### src/hw/rtl/mhpq_pkg.sv
// Shared types and constants for the min-heap priority queue.
package mhpq_pkg;

    localparam int Capacity = 256;
    localparam int IdxW = $clog2(Capacity);
    localparam int CntW = $clog2(Capacity + 1);

    localparam logic [1:0] CMD_INSERT  = 2'd0;
    localparam logic [1:0] CMD_EXTRACT = 2'd1;
    localparam logic [1:0] CMD_REMOVE  = 2'd2;

    localparam logic [1:0] ST_OK       = 2'd0;
    localparam logic [1:0] ST_EMPTY    = 2'd1;
    localparam logic [1:0] ST_FULL     = 2'd2;
    localparam logic [1:0] ST_NOTFOUND = 2'd3;

    // Datapath operations requested by the controller.
    typedef enum logic [3:0] {
        OP_NONE,
        OP_START,       // latch command and value
        OP_APPEND,      // write value at the tail, position := tail
        OP_RD_LAST,     // read tail-1 entry
        OP_MOVE_LAST,   // write moved entry at position, count--
        OP_RD_PARENT,   // read parent of position
        OP_TAKE_PARENT, // keep parent entry and its slot
        OP_RD_LEFT,     // read left child
        OP_RD_RIGHT,    // keep left child, read right child
        OP_TAKE_CHILD,  // keep the smaller child and its slot
        OP_SWAP_A,      // write first half of a swap
        OP_SWAP_B,      // write second half, position := target
        OP_SCAN_NEXT,   // read scan index, advance
        OP_RD_ROOT      // read root for the minimum report
    } dp_op_t;

    typedef struct packed {
        dp_op_t op;
    } dp_cmd_t;

    typedef struct packed {
        logic [1:0] cmd;
        logic       empty;
        logic       full;
        logic       pos_above_root; // position above zero
        logic       up_less;        // entry at position below its parent entry
        logic       has_left;
        logic       down_less;      // chosen child below entry at position
        logic       scan_hit;
        logic       scan_end;
        logic       pos_is_tail;    // found slot was the last one
    } dp_stat_t;

    function automatic logic slt(input logic [31:0] a, input logic [31:0] b);
        return $signed(a) < $signed(b);
    endfunction

endpackage

### src/hw/rtl/mhpq_ctrl.sv
// Controller state machine sequencing the heap operations.
module mhpq_ctrl (
    input  logic               clk,
    input  logic               rst_n,
    input  logic               in_valid,
    output logic               in_ready,
    output logic               out_valid,
    input  logic               out_ready,
    input  mhpq_pkg::dp_stat_t stat,
    output mhpq_pkg::dp_cmd_t  ctl,
    output logic [1:0]         status
);
    typedef enum logic [4:0] {
        S_IDLE, S_DECODE, S_APPEND, S_UP_RD, S_UP_WAIT, S_UP_CMP,
        S_LAST_RD, S_LAST_WAIT, S_MOVE, S_REPAIR, S_DN_RDA, S_DN_RDB,
        S_DN_WAIT, S_DN_CMP, S_SWAP_A, S_SWAP_B, S_SCAN, S_SCAN_WAIT,
        S_ROOT, S_ROOT_WAIT, S_DONE
    } state_t;

    state_t     state_reg;
    logic [1:0] status_reg;
    logic       up_mode_reg;  // current sift direction is upward
    logic       rep_reg;      // remove: decide direction first

    always_comb
    begin
        ctl.op = mhpq_pkg::OP_NONE;
        case (state_reg)
            S_IDLE:      ctl.op = in_valid ? mhpq_pkg::OP_START : mhpq_pkg::OP_NONE;
            S_APPEND:    ctl.op = mhpq_pkg::OP_APPEND;
            S_UP_RD:     ctl.op = mhpq_pkg::OP_RD_PARENT;
            S_UP_WAIT:   ctl.op = mhpq_pkg::OP_TAKE_PARENT;
            S_LAST_RD:   ctl.op = mhpq_pkg::OP_RD_LAST;
            S_MOVE:      ctl.op = mhpq_pkg::OP_MOVE_LAST;
            S_DN_RDA:    ctl.op = mhpq_pkg::OP_RD_LEFT;
            S_DN_RDB:    ctl.op = mhpq_pkg::OP_RD_RIGHT;
            S_DN_WAIT:   ctl.op = mhpq_pkg::OP_TAKE_CHILD;
            S_SWAP_A:    ctl.op = mhpq_pkg::OP_SWAP_A;
            S_SWAP_B:    ctl.op = mhpq_pkg::OP_SWAP_B;
            S_SCAN:      ctl.op = mhpq_pkg::OP_SCAN_NEXT;
            S_ROOT:      ctl.op = mhpq_pkg::OP_RD_ROOT;
            default:     ctl.op = mhpq_pkg::OP_NONE;
        endcase
    end

    assign in_ready  = (state_reg == S_IDLE);
    assign out_valid = (state_reg == S_DONE);
    assign status    = status_reg;

    always_ff @(posedge clk or negedge rst_n)
    begin
        if (!rst_n)
        begin
            state_reg   <= S_IDLE;
            status_reg  <= mhpq_pkg::ST_OK;
            up_mode_reg <= 1'b0;
            rep_reg     <= 1'b0;
        end
        else
        begin
            case (state_reg)
                S_IDLE:
                    if (in_valid)
                        state_reg <= S_DECODE;
                S_DECODE:
                begin
                    status_reg <= mhpq_pkg::ST_OK;
                    rep_reg    <= 1'b0;
                    case (stat.cmd)
                        mhpq_pkg::CMD_INSERT:
                            if (stat.full)
                            begin
                                status_reg <= mhpq_pkg::ST_FULL;
                                state_reg  <= S_ROOT;
                            end
                            else
                            begin
                                up_mode_reg <= 1'b1;
                                state_reg   <= S_APPEND;
                            end
                        mhpq_pkg::CMD_EXTRACT:
                            if (stat.empty)
                            begin
                                status_reg <= mhpq_pkg::ST_EMPTY;
                                state_reg  <= S_ROOT;
                            end
                            else
                            begin
                                up_mode_reg <= 1'b0;
                                state_reg   <= S_LAST_RD;
                            end
                        mhpq_pkg::CMD_REMOVE:
                            if (stat.empty)
                            begin
                                status_reg <= mhpq_pkg::ST_EMPTY;
                                state_reg  <= S_ROOT;
                            end
                            else
                            begin
                                status_reg <= mhpq_pkg::ST_NOTFOUND;
                                state_reg  <= S_SCAN;
                            end
                        default:
                            state_reg <= S_ROOT;
                    endcase
                end
                S_APPEND:  state_reg <= S_UP_RD;
                S_UP_RD:
                    state_reg <= stat.pos_above_root ? S_UP_WAIT : S_ROOT;
                S_UP_WAIT: state_reg <= S_UP_CMP;
                S_UP_CMP:
                    if (stat.up_less)
                        state_reg <= S_SWAP_A;
                    else if (rep_reg)
                    begin
                        rep_reg     <= 1'b0;
                        up_mode_reg <= 1'b0;
                        state_reg   <= S_DN_RDA;
                    end
                    else
                        state_reg <= S_ROOT;
                S_SCAN:      state_reg <= S_SCAN_WAIT;
                S_SCAN_WAIT:
                    if (stat.scan_hit)
                    begin
                        status_reg <= mhpq_pkg::ST_OK;
                        state_reg  <= S_LAST_RD;
                    end
                    else if (stat.scan_end)
                        state_reg <= S_ROOT;
                    else
                        state_reg <= S_SCAN;
                S_LAST_RD:   state_reg <= S_LAST_WAIT;
                S_LAST_WAIT: state_reg <= S_MOVE;
                S_MOVE:      state_reg <= S_REPAIR;
                S_REPAIR:
                    if (stat.pos_is_tail && stat.cmd == mhpq_pkg::CMD_REMOVE)
                        state_reg <= S_ROOT;
                    else if (stat.cmd == mhpq_pkg::CMD_REMOVE && stat.pos_above_root)
                    begin
                        rep_reg     <= 1'b1;
                        up_mode_reg <= 1'b1;
                        state_reg   <= S_UP_RD;
                    end
                    else
                    begin
                        up_mode_reg <= 1'b0;
                        state_reg   <= S_DN_RDA;
                    end
                S_DN_RDA:
                    state_reg <= stat.has_left ? S_DN_RDB : S_ROOT;
                S_DN_RDB:  state_reg <= S_DN_WAIT;
                S_DN_WAIT: state_reg <= S_DN_CMP;
                S_DN_CMP:
                    state_reg <= stat.down_less ? S_SWAP_A : S_ROOT;
                S_SWAP_A:  state_reg <= S_SWAP_B;
                S_SWAP_B:
                begin
                    rep_reg   <= 1'b0;
                    state_reg <= up_mode_reg ? S_UP_RD : S_DN_RDA;
                end
                S_ROOT:      state_reg <= S_ROOT_WAIT;
                S_ROOT_WAIT: state_reg <= S_DONE;
                S_DONE:
                    if (out_ready)
                        state_reg <= S_IDLE;
                default:     state_reg <= S_IDLE;
            endcase
        end
    end

    a_out_hold: assert property (@(posedge clk) disable iff (!rst_n)
        out_valid && !out_ready |=> out_valid && $stable(status))
        else $error("result dropped while stalled");
    a_one_busy: assert property (@(posedge clk) disable iff (!rst_n)
        in_ready |-> !out_valid)
        else $error("ready while a result is pending");
    a_accept_leaves: assert property (@(posedge clk) disable iff (!rst_n)
        in_valid && in_ready |=> !in_ready)
        else $error("second item accepted while busy");
endmodule

### config.mk
export PLATFORM = sky130hd
export DESIGN_NAME = mhpq_ctrl
export DESIGN_NICKNAME = d
export VERILOG_FILES = /design/src/hw/rtl/mhpq_pkg.sv /design/src/hw/rtl/mhpq_ctrl.sv
export SDC_FILE = /design/constraint.sdc
export NUM_CORES = 1
export LEC_CHECK = 0
export CAP_MARGIN = 10
export CORE_MARGIN = 10
export CORE_UTILIZATION = 45
export CTS_BUF_LIST = sky130_fd_sc_hd__clkbuf_4 sky130_fd_sc_hd__clkbuf_8
export DETAILED_ROUTE_END_ITERATION = 8
export DONT_BUFFER_PORTS = 1
export PLACE_DENSITY = 0.7
export SYNTH_ARGS = -nofsm -noshare
export SYNTH_HDL_FRONTEND = slang
export SYNTH_SLANG_ARGS = --single-unit
### constraint.sdc
create_clock -name clk -period 1.85 [get_ports clk]
set_input_delay 0.185 -clock clk [delete_from_list [all_inputs] [get_ports clk]]
set_output_delay 0.185 -clock clk [all_outputs]
set_load 0.01 [all_outputs]
==> impl_metrics.py <==
metrics = {
    "outcome": {
        "status": "completed",
    },
    "worst_setup_path": {
        "cp_cell_sequence": "buf_4 -> nand2b_1 -> nand2_1 -> xor2_1 -> a21oi_1 -> o22ai_2",
        "critPathKind": "reg2out",
        "crit_required_ns": 1.66,
        "path_max_fanout": 9,
        "start_kind": "flip-flop",
        "crit_path_max_incr_delay_ns": 0.40,
        "cp_slowest_cell": "dfrtp_1",
        "worst_ep_arrival_time_ns": 1.57,
        "end_kind": "output pin",
    },
    "yosys": {
        "synth_ff_type": "dfrtp_1",
        "ys_warn_count": 0,
        "synth_cell_type_count": 46,
        "syn_nets": 157,
        "ys_ff_latch": 9,
        "ys_async_sr_fraction_pct": 100.0,
        "synth.avg_cell_area_um2": 7.093,
        "seq_area_frac_synth_pct": 22.36,
        "synth-edff-count": 0,
        "syn_area_mm2": 0.001007,
        "synth_cells": 142,
    },
    "drt": {
        "antenna_left": 0,
        "dr_wl_met2_um": 1471,
        "drt-total-wl_um": 3204,
        "wl_met3_um": 386,
        "first_pass_iters": 4,
        "dr.first_iter.drc_count": 49,
        "wl_per_cell_um": 17.80,
        "via_per_inst": 6.217,
        "num_vias": 1119,
        "met1_length_um": 1300,
        "top_layer_used": "met4",
        "drc": 0,
    },
    "final_layout": {
        "instances_no_fill": 180,
        "layout_common_cells": "buf_4, nand2_1, nor2_1, a21oi_1, nand2b_1",
        "fin_nets": 168,
        "area_growth_pct": 14.66,
        "layout_commonest_cell": "buf_4",
        "layout-drive-gt1-share_pct": 18.42,
        "diodes": 0,
        "largest_register_ffs": 5,
    },
    "hold_path": {
        "worstHoldPathType": "in2reg",
    },
    "timing": {
        "tns_ns": 0,
        "setup_viol": 0,
        "max_slew_margin_pct": 67.75,
        "fmax_mhz": 569.5,
        "worst-slew-pin-transition_ns": 0.4822,
        "layout_min_cycle_time_ns": 1.756,
        "fin_skew_ns": 0.01026,
        "holdWs_ns": 0.02019,
        "slew_viol_final": 0,
        "hold_viol": 0,
        "grt_setup_unrepaired": "no",
        "min_period_over_period_pct": 94.92,
    },
    "place": {
        "place_congestion": 0.9480,
        "portBuffers": 0,
        "place_inst": 171,
        "dp_hpwl_um": 2421,
    },
    "die": {
        "die_w_um": 67.31,
        "die_h_um": 67.31,
        "fp.dieArea_mm2": 0.004531,
        "row_count": 17,
        "ioPinCount": 23,
        "start_util_pct": 46.42,
        "core_mm2": 0.002170,
    },
    "power": {
        "p_switching_w": 0.001019,
        "clockPowerShare_pct": 8.7,
        "vdd_drop_max_mv": 0.8811,
        "switching_share_pct": 50.22,
        "total_power_w": 0.002029,
        "p_int_w": 0.001010,
        "sequentialPowerShare_pct": 19.7,
        "p_leak_nw": 0.4810,
        "p_per_area_mw_per_mm2": 1757,
        "power_frac_comb_pct": 71.6,
    },
    "clock_network": {
        "htreeDepth": 1,
        "clock_latency_ns": 0.27,
        "cts_buffers": 3,
        "cts-root-buf": "clkbuf_4",
        "clk_pin_slew_worst_paths_ns": 0.06,
        "cts_tree": "yes",
        "cts_buffer_depth": 2,
        "clkSinkCount": 9,
    },
    "global_routing": {
        "grt_max_degree": 20,
        "antenna_found_initial": 0,
        "grt_pass1_wl_um": 5195,
        "gr-total-overflow": 0,
        "grt.total_usage_pct": 14.15,
        "grt_pass1_vias": 1107,
    },
    "job": {
        "maxCapViolCount": 0,
    },
}
-- path summary, 6_finish.rpt --
check / startpoint / end / slack, ns / cells past startpoint
max: state_reg[2]$_DFFE_PN0P_ / ctl[0] / 0.09 / 6
min: stat[9] / status[1]$_DFFE_PN0P_ / 0.02 / 1
max reg2reg: state_reg[3]$_DFFE_PN0P_ / up_mode_reg$_DFFE_PN0P_ / 0.17 / 4
min reg2reg: rep_reg$_DFFE_PN0P_ / rep_reg$_DFFE_PN0P_ / 0.55 / 1
max in group asynchronous: rst_n / state_reg[3]$_DFFE_PN0P_ / 1.19 / 1
min in group asynchronous: rst_n / status[0]$_DFFE_PN0P_ / 0.31 / 1
-- cell usage after synthesis (2+ instances only) --
library cell / instances / area, µm²
a21o_1: 2 / 15.01
a21oi_1: 13 / 65.06
a221oi_1: 2 / 17.52
and2_1: 3 / 18.77
buf_2: 5 / 25.02
buf_4: 3 / 22.52
dfrtp_1: 9 / 225.2
inv_1: 4 / 15.01
mux2i_1: 2 / 20.02
nand2_1: 14 / 52.55
nand2b_1: 11 / 68.82
nand3_1: 5 / 25.02
nand4_1: 2 / 12.51
nor2_1: 14 / 52.55
nor2b_1: 3 / 18.77
nor3_1: 4 / 20.02
nor4_1: 2 / 12.51
o21a_1: 2 / 15.01
o21ai_0: 12 / 60.06
o22ai_1: 4 / 25.02
-- worst max-delay path, delay by kind of cell (launching register included) --
kind | cells | cell delay [ns]
AND/OR/NAND/NOR | 2 | 0.30
AO/OA/AOI/OAI | 2 | 0.29
flip-flops | 1 | 0.40
XOR/XNOR | 1 | 0.15
buffers and inverters | 1 | 0.18
-- metrics by stage --
stage	setup slack, ns	utilization (%)	area, µm²
2_1_floorplan	0.2898	-	1007
4_1_cts	0.01553	50.98	1106
3_3_place_gp	0.2278	48.96	1062
5_1_grt	0.01204	53.23	1155
6_report	0.09401	53.23	1155
3_5_place_dp	0.1697	48.96	1062
-- power by group through the flow --
stage	Sequential (W)	Combinational [W]	Clock, W
2_1_floorplan	0.000329	0.00105	0
3_3_place_gp	0.000396	0.00128	0
3_5_place_dp	0.000402	0.00129	0
4_1_cts	0.000403	0.00131	0.000176
5_1_grt	0.000406	0.00160	0.000188
6_report	0.000400	0.00145	0.000177
-- routing by layer --
layer | GRT usage [%] | up-vias
li1 | - | 537
met1 | 18.37 | 514
met3 | 4.628 | 6
met2 | 21.80 | 62
met4 | 4.103 | 0
met5 | 0 | -
-- cells by family (layout without fill, tap and decap cells) --
family	Yosys count	in the layout	share of synthesized area, %
xor gates and xnor gates	1	1	0.8697
AOI/OAI and AO/OA	49	49	31.55
and+or+nand+nor	66	66	34.41
muxes	3	3	3.106
buffers and inverters	14	24	7.700
DFF	9	9	22.36
-- layout make-up --
type | count | area (µm²)
Multi-Input combinational cell | 119 | 724.4
Timing Repair Buffer | 16 | 122.6
Inverter | 4 | 15.01
Tap cell | 28 | 35.03
Fill cell | 232 | 1015
Sequential cell | 9 | 227.7
Clock buffer | 4 | 30.03
-- what timing repair did --
action | CTS | global route
hold buffers | 1 | 0
resized for setup | 2 | 6
setup buffers | 0 | 4
endpoints found under the hold margin | 9 | 0
setup endpoints to repair | 3 | 3
No activity file was read; power rests on OpenSTA's default activity.
